==> src/design/pbe_pkg.sv <==
// ============================================================================
// pbe_pkg
// Shared constants, codes and controller/datapath link types for the
// PackBits encoder.
// ============================================================================
package pbe_pkg;

    localparam int MAX_PACKET = 128;
    localparam int BUF_DEPTH  = MAX_PACKET + 2;
    localparam int WORD_BYTES = 8;
    localparam int ADDR_W     = $clog2(BUF_DEPTH);
    localparam int CNT_W      = $clog2(BUF_DEPTH + 1);
    localparam int LEN_W      = $clog2(MAX_PACKET + 1);
    localparam int LANE_W     = $clog2(WORD_BYTES);
    localparam int VCNT_W     = 4;

    localparam logic [7:0] END_BYTE = 8'd128;
    localparam logic [8:0] RUN_BIAS = 9'd257;

    // what an input item does to the pending buffer
    localparam logic [2:0] ACT_NONE      = 3'd0;
    localparam logic [2:0] ACT_RUN_CLOSE = 3'd1;
    localparam logic [2:0] ACT_TRIPLE    = 3'd2;
    localparam logic [2:0] ACT_FULL      = 3'd3;
    localparam logic [2:0] ACT_FLUSH     = 3'd4;

    // kind of the first packet an item emits
    localparam logic [1:0] PK_NONE = 2'd0;
    localparam logic [1:0] PK_RUN  = 2'd1;
    localparam logic [1:0] PK_LIT  = 2'd2;

    // code byte source select
    localparam logic [2:0] SRC_RUN_HDR = 3'd0;
    localparam logic [2:0] SRC_RUN_VAL = 3'd1;
    localparam logic [2:0] SRC_LIT_HDR = 3'd2;
    localparam logic [2:0] SRC_MEM     = 3'd3;
    localparam logic [2:0] SRC_END     = 3'd4;

    typedef struct packed {
        logic       idle;       // ready for a new item
        logic       byte_vld;   // a code byte is offered to the packer
        logic [2:0] src;        // code byte source
        logic       fin;        // offered byte is the last one of the item
        logic       rd_en;      // read buffer at rd_idx, advance rd_idx
        logic       load_rem;   // load literal byte counter from packet length
        logic       dec_rem;    // one literal byte taken
        logic       load_tail;  // switch to the tail literal of a flush
        logic       fill_we;    // rewrite buffer head after a forced packet
    } cmd_t;

    typedef struct packed {
        logic       in_valid;
        logic [2:0] act;
        logic [1:0] pk;
        logic       tail;       // flush has a one-byte tail literal
        logic       take;       // packer took the offered byte
        logic       rem_last;   // last literal byte is on offer
        logic       fill_last;
    } sts_t;

endpackage

==> src/design/pbe_in_if.sv <==
// ============================================================================
// pbe_in_if
// Input channel of the PackBits encoder: opcode and raw data byte.
// ============================================================================
interface pbe_in_if;
    logic       valid;
    logic       ready;
    logic       opcode;
    logic [7:0] data_byte;

    modport source (output valid, output opcode, output data_byte, input ready);
    modport sink   (input valid, input opcode, input data_byte, output ready);
endinterface

==> src/design/pbe_out_if.sv <==
// ============================================================================
// pbe_out_if
// Output channel of the PackBits encoder: up to eight code bytes per beat.
// ============================================================================
interface pbe_out_if;
    logic       valid;
    logic       ready;
    logic [7:0] byte_0;
    logic [7:0] byte_1;
    logic [7:0] byte_2;
    logic [7:0] byte_3;
    logic [7:0] byte_4;
    logic [7:0] byte_5;
    logic [7:0] byte_6;
    logic [7:0] byte_7;
    logic [3:0] valid_count;
    logic       last_word;

    modport source (
        output valid, output byte_0, output byte_1, output byte_2, output byte_3,
        output byte_4, output byte_5, output byte_6, output byte_7,
        output valid_count, output last_word, input ready
    );
    modport sink (
        input valid, input byte_0, input byte_1, input byte_2, input byte_3,
        input byte_4, input byte_5, input byte_6, input byte_7,
        input valid_count, input last_word, output ready
    );
endinterface

==> src/design/pbe_dpath.sv <==
// ============================================================================
// pbe_dpath
// Datapath: pending buffer memory, mode and shadow registers, item
// classification, code byte select and the eight-byte word packer.
// ============================================================================
module pbe_dpath
    import pbe_pkg::*;
(
    input  logic       clk,
    input  logic       rst_n,
    pbe_in_if.sink     raw,
    pbe_out_if.source  code,
    input  cmd_t       cmd,
    output sts_t       sts
);

    // pending buffer
    logic [7:0]        mem [0:BUF_DEPTH-1];
    logic [7:0]        rdata_reg;
    logic [ADDR_W-1:0] rd_idx_reg;

    // control state
    logic [CNT_W-1:0]  cnt_reg;
    logic              run_reg;
    logic              tail_reg;
    logic [LEN_W-1:0]  rem_reg;
    logic              fill_idx_reg;
    logic [LANE_W-1:0] asm_cnt_reg;
    logic              ov_reg;

    // shadows of buffer entries: first, last and second to last
    logic [7:0]        head_reg;
    logic [7:0]        last_reg;
    logic [7:0]        prev_reg;

    // job of the current item
    logic [LEN_W-1:0]  job_len_reg;
    logic [7:0]        job_val_reg;
    logic [LEN_W-1:0]  tail_len_reg;
    logic [7:0]        fill_a_reg;
    logic [7:0]        fill_b_reg;

    // packer
    logic [7:0]        asm_reg [0:WORD_BYTES-1];
    logic [7:0]        word_reg [0:WORD_BYTES-1];
    logic [7:0]        word_next [0:WORD_BYTES-1];
    logic [VCNT_W-1:0] vcnt_reg;
    logic              lastw_reg;

    logic              accept;
    logic [7:0]        b;
    logic [CNT_W-1:0]  c1;
    logic              eq_last;
    logic              eq_prev;
    logic              eq_head;
    logic [2:0]        act;
    logic [1:0]        pk;
    logic [LEN_W-1:0]  flush_len;
    logic [LEN_W-1:0]  job_len_next;
    logic              wr_en;
    logic [ADDR_W-1:0] wr_addr;
    logic [7:0]        wr_data;
    logic [7:0]        code_byte;
    logic              completes;
    logic              out_free;
    logic              take;

    assign accept  = cmd.idle && raw.valid;
    assign b       = raw.data_byte;
    assign c1      = cnt_reg + CNT_W'(1);
    assign eq_last = (b == last_reg);
    assign eq_prev = (b == prev_reg);
    assign eq_head = (b == head_reg);

    always_comb
    begin
        if (raw.opcode)
            act = ACT_FLUSH;
        else if (c1 > CNT_W'(2) && run_reg && !eq_head && c1 <= CNT_W'(MAX_PACKET))
            act = ACT_RUN_CLOSE;
        else if (c1 > CNT_W'(2) && !run_reg && eq_last && eq_prev)
            act = ACT_TRIPLE;
        else if (c1 == CNT_W'(BUF_DEPTH))
            act = ACT_FULL;
        else
            act = ACT_NONE;
    end

    assign flush_len = (cnt_reg > CNT_W'(MAX_PACKET)) ? LEN_W'(MAX_PACKET) : LEN_W'(cnt_reg);

    always_comb
    begin
        pk           = PK_NONE;
        job_len_next = LEN_W'(MAX_PACKET);
        unique case (act)
            ACT_RUN_CLOSE:
            begin
                pk           = PK_RUN;
                job_len_next = LEN_W'(cnt_reg);
            end
            ACT_TRIPLE:
            begin
                pk           = PK_LIT;
                job_len_next = LEN_W'(cnt_reg - CNT_W'(2));
            end
            ACT_FULL:
            begin
                pk           = run_reg ? PK_RUN : PK_LIT;
                job_len_next = LEN_W'(MAX_PACKET);
            end
            ACT_FLUSH:
            begin
                job_len_next = flush_len;
                if (cnt_reg > CNT_W'(MAX_PACKET))
                    pk = run_reg ? PK_RUN : PK_LIT;
                else if (cnt_reg >= CNT_W'(2) && run_reg)
                    pk = PK_RUN;
                else if (cnt_reg >= CNT_W'(1))
                    pk = PK_LIT;
                else
                    pk = PK_NONE;
            end
            default:
            begin
                pk           = PK_NONE;
                job_len_next = LEN_W'(MAX_PACKET);
            end
        endcase
    end

    // single write port: new byte on accept, head rewrite after a forced packet
    always_comb
    begin
        wr_en   = 1'b0;
        wr_addr = '0;
        wr_data = b;
        if (accept && !raw.opcode)
        begin
            wr_en   = 1'b1;
            wr_addr = (act == ACT_RUN_CLOSE) ? '0 : ADDR_W'(cnt_reg);
            wr_data = b;
        end
        else if (cmd.fill_we)
        begin
            wr_en   = 1'b1;
            wr_addr = ADDR_W'(fill_idx_reg);
            wr_data = fill_idx_reg ? fill_b_reg : fill_a_reg;
        end
    end

    always_ff @(posedge clk)
    begin
        if (wr_en)
            mem[wr_addr] <= wr_data;
        if (cmd.rd_en)
            rdata_reg <= mem[rd_idx_reg];
    end

    // code byte select
    always_comb
    begin
        case (cmd.src)
            SRC_RUN_HDR: code_byte = 8'(RUN_BIAS - 9'(job_len_reg));
            SRC_RUN_VAL: code_byte = job_val_reg;
            SRC_LIT_HDR: code_byte = 8'(job_len_reg - LEN_W'(1));
            SRC_MEM:     code_byte = rdata_reg;
            SRC_END:     code_byte = END_BYTE;
            default:     code_byte = '0;
        endcase
    end

    // packer: a word goes out on the eighth byte or on the item's last byte
    assign completes = cmd.fin || (asm_cnt_reg == LANE_W'(WORD_BYTES - 1));
    assign out_free  = !ov_reg || code.ready;
    assign take      = cmd.byte_vld && (!completes || out_free);

    always_comb
    begin
        for (int j = 0; j < WORD_BYTES; j++)
        begin
            if (j < int'(asm_cnt_reg))
                word_next[j] = asm_reg[j];
            else if (j == int'(asm_cnt_reg))
                word_next[j] = code_byte;
            else
                word_next[j] = '0;
        end
    end

    // control registers
    always_ff @(posedge clk or negedge rst_n)
    begin
        if (!rst_n)
        begin
            cnt_reg      <= '0;
            run_reg      <= 1'b0;
            tail_reg     <= 1'b0;
            rem_reg      <= '0;
            rd_idx_reg   <= '0;
            fill_idx_reg <= 1'b0;
            asm_cnt_reg  <= '0;
            ov_reg       <= 1'b0;
        end
        else
        begin
            if (accept)
            begin
                rd_idx_reg   <= '0;
                fill_idx_reg <= 1'b0;
                tail_reg     <= raw.opcode && (cnt_reg > CNT_W'(MAX_PACKET));
                case (act)
                    ACT_RUN_CLOSE:
                        cnt_reg <= CNT_W'(1);
                    ACT_TRIPLE:
                    begin
                        cnt_reg <= CNT_W'(3);
                        run_reg <= 1'b1;
                    end
                    ACT_FULL:
                    begin
                        cnt_reg <= CNT_W'(2);
                        run_reg <= eq_last;
                    end
                    ACT_FLUSH:
                    begin
                        cnt_reg <= '0;
                        run_reg <= 1'b0;
                    end
                    default:
                    begin
                        cnt_reg <= c1;
                        if (cnt_reg == CNT_W'(1))
                            run_reg <= eq_last;
                    end
                endcase
            end
            else if (cmd.load_tail)
                rd_idx_reg <= ADDR_W'(MAX_PACKET);
            else if (cmd.rd_en)
                rd_idx_reg <= rd_idx_reg + ADDR_W'(1);

            if (cmd.load_rem)
                rem_reg <= job_len_reg;
            else if (cmd.dec_rem)
                rem_reg <= rem_reg - LEN_W'(1);

            if (cmd.fill_we)
                fill_idx_reg <= ~fill_idx_reg;

            if (take)
            begin
                if (completes)
                begin
                    asm_cnt_reg <= '0;
                    ov_reg      <= 1'b1;
                end
                else
                begin
                    asm_cnt_reg <= asm_cnt_reg + LANE_W'(1);
                    if (code.ready)
                        ov_reg <= 1'b0;
                end
            end
            else if (code.ready)
                ov_reg <= 1'b0;
        end
    end

    // payload registers
    always_ff @(posedge clk)
    begin
        if (accept)
        begin
            job_len_reg  <= job_len_next;
            job_val_reg  <= head_reg;
            tail_len_reg <= LEN_W'(cnt_reg - CNT_W'(MAX_PACKET));
            case (act)
                ACT_RUN_CLOSE:
                begin
                    head_reg <= b;
                    last_reg <= b;
                end
                ACT_TRIPLE:
                begin
                    head_reg <= b;
                    last_reg <= b;
                    prev_reg <= b;
                end
                ACT_FULL:
                begin
                    head_reg   <= last_reg;
                    prev_reg   <= last_reg;
                    last_reg   <= b;
                    fill_a_reg <= last_reg;
                    fill_b_reg <= b;
                end
                ACT_FLUSH:
                begin
                    head_reg <= head_reg;
                end
                default:
                begin
                    if (cnt_reg == '0)
                        head_reg <= b;
                    prev_reg <= last_reg;
                    last_reg <= b;
                end
            endcase
        end
        else if (cmd.load_tail)
            job_len_reg <= tail_len_reg;

        if (take)
        begin
            if (completes)
            begin
                for (int j = 0; j < WORD_BYTES; j++)
                    word_reg[j] <= word_next[j];
                vcnt_reg  <= VCNT_W'(asm_cnt_reg) + VCNT_W'(1);
                lastw_reg <= cmd.fin;
            end
            else
                asm_reg[asm_cnt_reg] <= code_byte;
        end
    end

    assign raw.ready        = cmd.idle;
    assign code.valid       = ov_reg;
    assign code.byte_0      = word_reg[0];
    assign code.byte_1      = word_reg[1];
    assign code.byte_2      = word_reg[2];
    assign code.byte_3      = word_reg[3];
    assign code.byte_4      = word_reg[4];
    assign code.byte_5      = word_reg[5];
    assign code.byte_6      = word_reg[6];
    assign code.byte_7      = word_reg[7];
    assign code.valid_count = vcnt_reg;
    assign code.last_word   = lastw_reg;

    assign sts.in_valid  = raw.valid;
    assign sts.act       = act;
    assign sts.pk        = pk;
    assign sts.tail      = tail_reg;
    assign sts.take      = take;
    assign sts.rem_last  = (rem_reg == LEN_W'(1));
    assign sts.fill_last = fill_idx_reg;

endmodule

==> src/design/pbe_ctrl.sv <==
// ============================================================================
// pbe_ctrl
// Controller: takes an item, then steps through the packets it causes,
// one code byte per beat toward the packer.
// ============================================================================
module pbe_ctrl
    import pbe_pkg::*;
(
    input  logic clk,
    input  logic rst_n,
    input  sts_t sts,
    output cmd_t cmd
);

    localparam logic [2:0] S_IDLE    = 3'd0;
    localparam logic [2:0] S_RUN_HDR = 3'd1;
    localparam logic [2:0] S_RUN_VAL = 3'd2;
    localparam logic [2:0] S_LIT_HDR = 3'd3;
    localparam logic [2:0] S_LIT_DAT = 3'd4;
    localparam logic [2:0] S_FILL    = 3'd5;
    localparam logic [2:0] S_END     = 3'd6;

    logic [2:0] state_reg;
    logic [2:0] state_next;
    logic [2:0] act_reg;
    logic [2:0] act_next;
    logic       tail_done_reg;
    logic       tail_done_next;
    logic [2:0] post_state;
    logic       post_tail;
    logic       is_flush;

    assign is_flush = (act_reg == ACT_FLUSH);

    // where to go once a packet's last byte is taken
    always_comb
    begin
        post_tail  = 1'b0;
        post_state = S_IDLE;
        if (is_flush)
        begin
            if (sts.tail && !tail_done_reg)
            begin
                post_state = S_LIT_HDR;
                post_tail  = 1'b1;
            end
            else
                post_state = S_END;
        end
        else if (act_reg == ACT_FULL)
            post_state = S_FILL;
    end

    always_comb
    begin
        cmd            = '0;
        state_next     = state_reg;
        act_next       = act_reg;
        tail_done_next = tail_done_reg;
        unique case (state_reg)
            S_IDLE:
            begin
                cmd.idle = 1'b1;
                if (sts.in_valid)
                begin
                    act_next       = sts.act;
                    tail_done_next = 1'b0;
                    if (sts.pk == PK_RUN)
                        state_next = S_RUN_HDR;
                    else if (sts.pk == PK_LIT)
                        state_next = S_LIT_HDR;
                    else if (sts.act == ACT_FLUSH)
                        state_next = S_END;
                    else
                        state_next = S_IDLE;
                end
            end
            S_RUN_HDR:
            begin
                cmd.byte_vld = 1'b1;
                cmd.src      = SRC_RUN_HDR;
                if (sts.take)
                    state_next = S_RUN_VAL;
            end
            S_RUN_VAL:
            begin
                cmd.byte_vld = 1'b1;
                cmd.src      = SRC_RUN_VAL;
                cmd.fin      = !is_flush;
                if (sts.take)
                begin
                    state_next     = post_state;
                    cmd.load_tail  = post_tail;
                    tail_done_next = tail_done_reg || post_tail;
                end
            end
            S_LIT_HDR:
            begin
                cmd.byte_vld = 1'b1;
                cmd.src      = SRC_LIT_HDR;
                if (sts.take)
                begin
                    cmd.rd_en    = 1'b1;
                    cmd.load_rem = 1'b1;
                    state_next   = S_LIT_DAT;
                end
            end
            S_LIT_DAT:
            begin
                cmd.byte_vld = 1'b1;
                cmd.src      = SRC_MEM;
                cmd.fin      = sts.rem_last && !is_flush;
                if (sts.take)
                begin
                    cmd.dec_rem = 1'b1;
                    if (!sts.rem_last)
                        cmd.rd_en = 1'b1;
                    else
                    begin
                        state_next     = post_state;
                        cmd.load_tail  = post_tail;
                        tail_done_next = tail_done_reg || post_tail;
                    end
                end
            end
            S_FILL:
            begin
                cmd.fill_we = 1'b1;
                if (sts.fill_last)
                    state_next = S_IDLE;
            end
            S_END:
            begin
                cmd.byte_vld = 1'b1;
                cmd.src      = SRC_END;
                cmd.fin      = 1'b1;
                if (sts.take)
                    state_next = S_IDLE;
            end
            default:
                state_next = S_IDLE;
        endcase
    end

    always_ff @(posedge clk or negedge rst_n)
    begin
        if (!rst_n)
        begin
            state_reg     <= S_IDLE;
            act_reg       <= ACT_NONE;
            tail_done_reg <= 1'b0;
        end
        else
        begin
            state_reg     <= state_next;
            act_reg       <= act_next;
            tail_done_reg <= tail_done_next;
        end
    end

endmodule

==> src/design/packbits_encoder_top.sv <==
// ============================================================================
// packbits_encoder_top
// PackBits run-length encoder, raw bytes in, packed code words out.
// ============================================================================
// Usage:
//   raw  : one beat per input item, opcode 0 = data byte, 1 = end of stream.
//   code : up to eight code bytes per beat, valid_count of them used from
//          byte_0 upward, last_word set on the final beat an item causes.
// A data byte that closes no packet leaves the controller idle; such
// bytes go in back to back. An item that closes a packet holds raw.ready
// low while the packet is sent, one code byte per cycle unless the packer
// stalls: header and value for a run, header and n bytes for an n-byte
// literal, whose bytes come from the single read port of the 130-entry
// pending buffer. A forced 128-byte packet on a full buffer is followed by
// a rewrite of the two buffer head entries. An end item sends at most 132
// bytes. A code word is presented the cycle after its last byte is packed.
// Reset empties the buffer count, selects literal mode and drops any word
// on the output; buffer memory is not cleared. When code.ready is low the
// pending word holds and byte generation stops at the next completed word.
// ============================================================================
module packbits_encoder_top
    import pbe_pkg::*;
(
    input  logic      clk,
    input  logic      rst_n,
    pbe_in_if.sink    raw,
    pbe_out_if.source code
);

    cmd_t cmd;
    sts_t sts;

    pbe_ctrl u_ctrl (
        .clk   (clk),
        .rst_n (rst_n),
        .sts   (sts),
        .cmd   (cmd)
    );

    pbe_dpath u_dpath (
        .clk   (clk),
        .rst_n (rst_n),
        .raw   (raw),
        .code  (code),
        .cmd   (cmd),
        .sts   (sts)
    );

    // a byte the packer refused is offered again
    a_byte_hold: assert property (@(posedge clk) disable iff (!rst_n)
        cmd.byte_vld && !sts.take |=> cmd.byte_vld)
        else $error("code byte dropped while packer stalled");

    // no byte generation or buffer rewrite while taking input
    a_idle_quiet: assert property (@(posedge clk) disable iff (!rst_n)
        raw.ready |-> !cmd.byte_vld && !cmd.fill_we)
        else $error("controller busy while input ready");

    // the item's last byte closes a word marked last
    a_last_word: assert property (@(posedge clk) disable iff (!rst_n)
        cmd.byte_vld && cmd.fin && sts.take |=> code.valid && code.last_word)
        else $error("final code byte did not produce a last word");

endmodule

==> src/flat_wrapper.sv <==
// flat-port wrapper written by rule: the top's interface ports become plain ports
module packbits_encoder_top_flat import pbe_pkg::*;
  (clk, rst_n, raw_valid, raw_opcode, raw_data_byte, raw_ready, code_valid, code_byte_0, code_byte_1, code_byte_2, code_byte_3, code_byte_4, code_byte_5, code_byte_6, code_byte_7, code_valid_count, code_last_word, code_ready);
  pbe_in_if raw_i ();
  pbe_out_if code_i ();
  input  logic clk;
  input  logic rst_n;
  input wire logic [$bits(raw_i.valid)-1:0] raw_valid;
  input wire logic [$bits(raw_i.opcode)-1:0] raw_opcode;
  input wire logic [$bits(raw_i.data_byte)-1:0] raw_data_byte;
  output wire logic [$bits(raw_i.ready)-1:0] raw_ready;
  output wire logic [$bits(code_i.valid)-1:0] code_valid;
  output wire logic [$bits(code_i.byte_0)-1:0] code_byte_0;
  output wire logic [$bits(code_i.byte_1)-1:0] code_byte_1;
  output wire logic [$bits(code_i.byte_2)-1:0] code_byte_2;
  output wire logic [$bits(code_i.byte_3)-1:0] code_byte_3;
  output wire logic [$bits(code_i.byte_4)-1:0] code_byte_4;
  output wire logic [$bits(code_i.byte_5)-1:0] code_byte_5;
  output wire logic [$bits(code_i.byte_6)-1:0] code_byte_6;
  output wire logic [$bits(code_i.byte_7)-1:0] code_byte_7;
  output wire logic [$bits(code_i.valid_count)-1:0] code_valid_count;
  output wire logic [$bits(code_i.last_word)-1:0] code_last_word;
  input wire logic [$bits(code_i.ready)-1:0] code_ready;
  assign raw_i.valid = raw_valid;
  assign raw_i.opcode = raw_opcode;
  assign raw_i.data_byte = raw_data_byte;
  assign raw_ready = raw_i.ready;
  assign code_valid = code_i.valid;
  assign code_byte_0 = code_i.byte_0;
  assign code_byte_1 = code_i.byte_1;
  assign code_byte_2 = code_i.byte_2;
  assign code_byte_3 = code_i.byte_3;
  assign code_byte_4 = code_i.byte_4;
  assign code_byte_5 = code_i.byte_5;
  assign code_byte_6 = code_i.byte_6;
  assign code_byte_7 = code_i.byte_7;
  assign code_valid_count = code_i.valid_count;
  assign code_last_word = code_i.last_word;
  assign code_i.ready = code_ready;
  packbits_encoder_top u_core (.clk(clk), .rst_n(rst_n), .raw(raw_i), .code(code_i));
endmodule
==> config.mk <==
export PLATFORM = sky130hd
export DESIGN_NAME = packbits_encoder_top_flat
export DESIGN_NICKNAME = d
export VERILOG_FILES = /design/src/design/pbe_pkg.sv /design/src/design/pbe_in_if.sv /design/src/design/pbe_out_if.sv /design/src/design/pbe_dpath.sv /design/src/design/pbe_ctrl.sv /design/src/design/packbits_encoder_top.sv /design/src/flat_wrapper.sv
export SDC_FILE = /design/constraint.sdc
export NUM_CORES = 1
export LEC_CHECK = 0
export BUFFER_PORTS_ARGS = -buffer_cell sky130_fd_sc_hd__buf_2
export CELL_PAD_IN_SITES_DETAIL_PLACEMENT = 0
export CELL_PAD_IN_SITES_GLOBAL_PLACEMENT = 1
export CORE_ASPECT_RATIO = 0.5
export CORE_MARGIN = 2
export CORE_UTILIZATION = 35
export CTS_CLUSTER_SIZE = 14
export DETAILED_ROUTE_END_ITERATION = 12
export GPL_ROUTABILITY_DRIVEN = 0
export PLACE_DENSITY = 0.65
export SKIP_CTS_REPAIR_TIMING = 1
export SLEW_MARGIN = 20
export SYNTH_ARGS = -nofsm -noshare
export SYNTH_HDL_FRONTEND = slang
export SYNTH_SLANG_ARGS = --single-unit
==> constraint.sdc <==
create_clock -name clk -period 12.39 [get_ports clk]
set_input_delay 3.717 -clock clk [delete_from_list [all_inputs] [get_ports clk]]
set_output_delay 3.717 -clock clk [all_outputs]
set_load 0.005 [all_outputs]
==> key figures, run 1 <==
Final layout
  • Fin cells: 4790
  • Largest register FFs: roughly 1000
  • Commonest non-fill, non-tap cell in the layout: edfxtp_1
  • Syn-to-layout area delta: 12.8%
  • Commonest non-fill, non-tap cells in the layout: 1237 x edfxtp_1, 294 x mux4_2, 198 x nor2_1
  • Nets: 2780
  • Layout cell share with drive strength beyond 1: 22.5%

Power and ir drop
  • Pleak: 17.6 nW
  • Power Dens Cells: 202 nW/um2
  • Pwr Total: 11.6 mW
  • Worst vdd ir: 0.000126 V

Worst setup path
  • Required @ worst endpoint: 12730 ps
  • FF-to-FF End: u_core.u_dpath.mem[50][3]
  • CP endpoint kind: flip-flop
  • Crit path max fanout: 34
  • Reg2reg path depth: 9
  • Critical path type: input pin to flip-flop
  • R2R Setup Slk: ~6600 ps
  • CP endpoint: u_core.u_dpath.mem[50][3]
  • Startpoint Class: input pin
  • Worst Path Arrival: 7650 ps
  • Crit path launch: raw_data_byte[2]
  • FF-to-FF Start: u_core.u_dpath.cnt_reg[1]

STA
  • Slew HR: 21.9%
  • Final period util: 59.0%
  • Peak Freq: 137 MHz
  • Pins Over Slew Limit: 0
  • Setup TNS: 0 ps
  • Tmin final: 7310 ps
  • Setup WS post-layout: 5080 ps
  • Final Hold Fails: 0
  • Setup violations, final: 0
  • Worst clock skew: 20.4 ps
  • Slew @ Worst Pin: 1170 ps
  • Unrepaired setup endpoints after global routing: no

GRT
  • Largest net degree at the start of global routing: 118
  • Total grt overflow: 0
  • First-pass GRT wire length: 190000 um
  • Overall Global Routing Usage: 17.6%
  • Initial antenna violation count: 2
  • Vias in the first global route: 25900

Place
  • DP Wirelength: 80700 um
  • IO buf count: 83
  • Placed insts: around 4600
  • Pre-CTS setup slack: 4390 ps

Synth
  • Synthesis Warnings: 0
  • Mapped Cells: 2636
  • Netlist cell types: 71
  • Ys async rst share: 2.98%
  • EDFF count, synth: 1237
  • Seq/Total Area, Yosys: between 70% and 80%
  • Post-synthesis register bit count: around 1300
  • Avg Cell Area, Syn: 19.3 um2
  • Mapped Area: 50900 um2
  • Syn_nets: between 2000 and 3000
  • Most used DFF post-synth: edfxtp_1

CTS
  • Max Root-Sink Buffers: 3
  • Num Clock Sinks: 1275
  • Clock transition at path regs: 60 ps
  • CTS Buf Count: 118
  • Clock Root Buffer: clkbuf_16
  • TritonCTS clock tree: done
  • Clock Latency Late Sink: 730 ps
  • Htree depth: 3

Run status
  • Status: completed

Route
  • Drt total wl: about 130000 um
  • Routed len/inst: 27.5 um
  • Vias post-DR: 26100
  • Routed Antenna Nets: 0
  • Drt first pass iters: 5
  • First DRT Iteration DRCs: ~2900
  • Vias per inst: ~5.5
  • DR DRC count: 0

Die
  • Die Y: 274 um
  • Std-Cell Rows: between 90 and 100
  • Chip width: 543 um
  • Core Box Area: 144000 um2
  • Top Ports: 84
  • Starting density of the core: 35.4%
  • Die area: 149000 um2

Flow run
  • Total of max-cap violations: 0

Hold path
  • HP Class: flip-flop to flip-flop
  • Hold depth: 2
==> cells in the mapped netlist (7+ instances only) <==
master | instances | area [um2]
buf_2 | 32 | 160
ha_1 | 22 | 275
clkbuf_1 | 86 | 323
a22o_1 | 34 | 298
nand4_2 | 11 | 138
xnor2_1 | 21 | 184
mux2_2 | 12 | 135
inv_1 | 21 | 78.8
a211oi_1 | 9 | 67.6
buf_1 | 27 | 101
nand4_1 | 11 | 68.8
dfrtp_1 | 38 | 951
mux2i_1 | 40 | 400
nor2b_1 | 16 | 100
a22oi_1 | 21 | 158
a21o_1 | 7 | 52.6
nand3_1 | 56 | 280
a221oi_1 | 22 | 193
mux4_2 | 294 | 6620
o21ai_0 | 72 | 360
xor2_1 | 26 | 228
o22ai_1 | 9 | 56.3
nor2_1 | 199 | 747
nand2_1 | 118 | 443
a31oi_1 | 14 | 87.6
and2_1 | 12 | 75.1
nor3_1 | 24 | 120
a21oi_1 | 43 | 215
edfxtp_1 | 1237 | 37100
==> per-stage QoR <==
stage               hold WS (ps)  utilization (%)  cell area [um2]
floorplan                    420                -            50900
global placement             490             37.4            53700
detailed placement           480             37.4            53700
CTS                          498             40.0            57400
global route                 511             40.0            57400
finish                       494             40.0            57400
==> power by group <==
part	internal [mW]	leakage, nW	switching (mW)
Sequential	5.18	11.7	0.193
Combinational	1.04	4.19	1.66
Clock	1.96	1.79	1.57
Total	8.18	17.6	3.43
==> kinds of logic (layout without fill, tap and decap cells) <==
group,Yosys count,after routing,share of synthesized area [%]
multiplexers,346,346,14.1
AND/OR/NAND/NOR,488,488,4.51
AO/OA/AOI/OAI,285,285,3.85
other,0,1,0
flip-flops,1275,1275,74.8
XOR/XNOR,47,47,0.809
buffers and inverters,173,376,1.39
adder cells (fa/ha/maj),22,22,0.541
==> worst min-delay path by stage <==
stage                                endpoint                   startpoint  slack [ps]
4_1_cts           u_core.u_ctrl.tail_done_reg  u_core.u_ctrl.tail_done_reg         500
2_1_floorplan  u_core.u_dpath.tail_len_reg[3]    u_core.u_dpath.cnt_reg[3]         420
3_3_place_gp          u_core.u_dpath.tail_reg      u_core.u_dpath.tail_reg         490
3_5_place_dp      u_core.u_ctrl.tail_done_reg  u_core.u_ctrl.tail_done_reg         480
6_report          u_core.u_ctrl.tail_done_reg  u_core.u_ctrl.tail_done_reg         490
5_1_grt           u_core.u_ctrl.tail_done_reg  u_core.u_ctrl.tail_done_reg         510
==> per-layer routing <==
layer | part of all wire [%] | track usage [%] | vias up | routed length (um)
li1 | - | - | 11000 | -
met1 | 44 | 25.5 | 13800 | 58200
met2 | 45 | 26.9 | 1192 | 59700
met3 | 8.1 | 4.06 | 176 | 10700
met4 | 2.1 | 4.16 | 2 | 2820
met5 | 0.070 | 0.412 | - | 92
==> layout make-up <==
class	count	area, um2
diodes	1	2.50
clock buffers	144	3110
clock inverters	70	578
fillers	12700	86200
inverters	25	96.3
multi-input cells	1188	12200
flip-flops and latches	1275	38100
well taps	1950	2440
repair buffers	137	861
==> critical path, cell delays in order <==
cell	delay, ps
buf_2	150
xnor2_1	180
nand4_1	150
o21ai_0	460
a211oi_2	170
or3_1	560
inv_4	430
nand4_2	870
nor2_1	940
(Power assumes the default switching activity.)
==> run 2: changes to the inputs <==
==> constraint.sdc (replaced) <==
create_clock -name clk -period 7 [get_ports clk]
set_input_delay 2.1 -clock clk [delete_from_list [all_inputs] [get_ports clk]]
set_output_delay 2.1 -clock clk [all_outputs]
set_load 0.005 [all_outputs]
==> run 2 against run 1 <==
  * Routed wire length rose by 1.2%
  * Worst hold slack improved by 5.0 ps
  * Sequential cell count did not move
  * Critical path type is now flip-flop to flip-flop
  * Highest routed layer unchanged
  * Largest cell class unchanged
  * Clock power is 80% higher
  * Die area is the same
  * Count of clock-buffer cells in the layout grew 7
==> key figures, run 2 (synthesis results as in run 1) <==
Worst setup path
  • Critical path type: flip-flop to flip-flop
  • Worst Path Arrival: 5950 ps (-1700 ps)
  • Most used cell, CP: nand3_1
  • CP endpoint kind: flip-flop
  • Required @ worst endpoint: 7350 ps (-5380 ps)
  • Crit path max-delay cell type: dfrtp_1
  • Crit path max fanout: 17 (-50%)
  • WP buf/inv: 1 (-1)
  • Startpoint Class: flip-flop
  • Max incr delay on CP: 1030 ps (+90 ps)
  • CP Cell Sequence: ha_1, nand3_1, o21a_1, a2111oi_4, a211oi_2, nor4_2, nand3_1, buf_4, nor2_1
  • CP delay by family, top: simple AND/OR/NAND/NOR gates

Final layout
  • Commonest non-fill, non-tap cell in the layout: edfxtp_1
  • Layout cell share with drive strength beyond 1: 25.9% (+3.3 points)
  • Fill cells: 12600 (-0.82%)
  • Nets: 2891 (+4.0%)
  • Largest register FFs: 1040 (unchanged)
  • Finished layout cell area: 58500 um2 (+1.8%)
  • Fin cells: 4910 (+2.5%)
  • Commonest non-fill, non-tap cells in the layout: 1237 x edfxtp_1, 294 x mux4_2, 197 x nor2_1
  • Final core occ: 40.7% (+0.72 points)
  • Syn-to-layout area delta: 14.9%

Route
  • First DRT Iteration DRCs: 2844 (-3.1%)
  • Vias per inst: 5.39 (-1.2%)
  • Vias post-DR: 26500 (+1.2%)
  • Routed Antenna Nets: 0 (unchanged)
  • Drt total wl: 133000 um (+1.2%)
  • Routed len/inst: 27.1 um (-1.3%)
  • Drt first pass iters: 6 (+1)
  • DR DRC count: 0 (unchanged)

CTS
  • Num Clock Sinks: 1275 (unchanged)
  • Clock Latency Late Sink: 720 ps (about the same)
  • TritonCTS clock tree: done
  • CTS Buf Count: 118 (unchanged)
  • Clock Root Buffer: clkbuf_16
  • Htree depth: 3 (unchanged)
  • Max Root-Sink Buffers: 3 (unchanged)
  • Clock transition at path regs: 60 ps (about the same)

Die
  • Core Box Area: 144000 um2 (unchanged)
  • Die area: 149000 um2 (unchanged)
  • Top Ports: 84 (unchanged)
  • Die Y: 274 um (unchanged)
  • Std-Cell Rows: 98 (unchanged)
  • Starting density of the core: 35.4% (unchanged)
  • Chip width: 543 um (unchanged)

STA
  • Unrepaired setup endpoints after global routing: no
  • Slew HR: 27.2% (+5.4 points)
  • Worst clock skew: 28.2 ps (+7.78 ps)
  • Tmin final: 5610 ps
  • Slew @ Worst Pin: 1080 ps (-86.4 ps)
  • Pins Over Slew Limit: 0 (unchanged)
  • Final Hold Fails: 0 (unchanged)
  • Setup violations, final: 0 (unchanged)
  • Final period util: 80.1%
  • Peak Freq: 178 MHz

Flow run
  • Total of max-cap violations: 0 (unchanged)

Power and ir drop
  • Pwr Total: 20.7 mW (+79%)
  • Power Dens Cells: 355 nW/um2 (+76%)
  • Worst vdd ir: 0.000263 V (+110%)
  • Pleak: 18.3 nW (+3.9%)

GRT
  • Overall Global Routing Usage: 17.8% (+0.22 points)
  • Largest net degree at the start of global routing: 131 (+11%)
  • Initial antenna violation count: 2 (unchanged)
  • First-pass GRT wire length: 192000 um (+0.91%)
  • Vias in the first global route: 26400 (+1.8%)
  • Total grt overflow: 0 (unchanged)

Place
  • Placed insts: 4686 (+2.4%)
  • DP Wirelength: 81800 um (+1.3%)
  • Cell area after placement: 54700 um2 (+1.8%)
  • IO buf count: 83 (unchanged)

Hold path
  • HP Class: flip-flop to flip-flop

Run status
  • Status: completed
==> run 2: cell types whose count changed in the layout (fill, tap and decap cells not counted), sizes merged <==
cell      change
clkbuf        +7
bufinv        +2
buf         +111
diode         +2
clkinvlp      -2
==> run 2: final timing paths <==
kind                                            start                             to  slack [ps]  cells after the start
setup / recovery            u_core.u_dpath.cnt_reg[1]      u_core.u_dpath.mem[21][1]        1390                      9
hold / removal             u_core.u_dpath.head_reg[2]  u_core.u_dpath.job_val_reg[2]         500                      0
setup reg to reg            u_core.u_dpath.cnt_reg[1]      u_core.u_dpath.mem[21][1]        1390                      9
hold reg to reg            u_core.u_dpath.head_reg[2]  u_core.u_dpath.job_val_reg[2]         500                      0
max in group asynchronous                       rst_n   u_core.u_dpath.rd_idx_reg[0]        5040                      2
min in group asynchronous                       rst_n      u_core.u_dpath.cnt_reg[6]        1490                      2
==> run 2: metrics by stage <==
step | setup slack, ps | setup TNS (ps) | hold WS, ps
global route | 1170 | 0 | 530
finish | 1390 | 0 | 499
floorplan | -531 | -483070 | 420
CTS | 1370 | 0 | 501
detailed placement | 718 | 0 | 481
global placement | 732 | 0 | 474
==> run 2: area by class of cell <==
cell class	count	area [um2]	area share, %
antenna	3	7.51	0.0128
clock buffer	151	3140	5.37
inverter	25	96.3	0.165
sequential	1275	38100	65.2
clock inverter	70	649	1.11
timing repair buffer	248	1800	3.09
multi-input combinational	1188	12200	20.9
tap	1950	2440	4.17
==> run 2: per-layer routing <==
metal	track usage, %	routed length [um]	vias up
met5	0	11	-
met4	5.01	3370	2
met3	4.74	11600	196
met2	26.9	60100	1146
met1	25.5	58100	13900
li1	-	-	11200
==> run 2: where the power goes <==
part           switching (mW)  internal (mW)  leakage [nW]  total (mW)
clock                    2.78           3.57          1.85        6.34
sequential              0.386           9.17          11.7        9.55
combinational            2.95           1.90          4.81        4.85
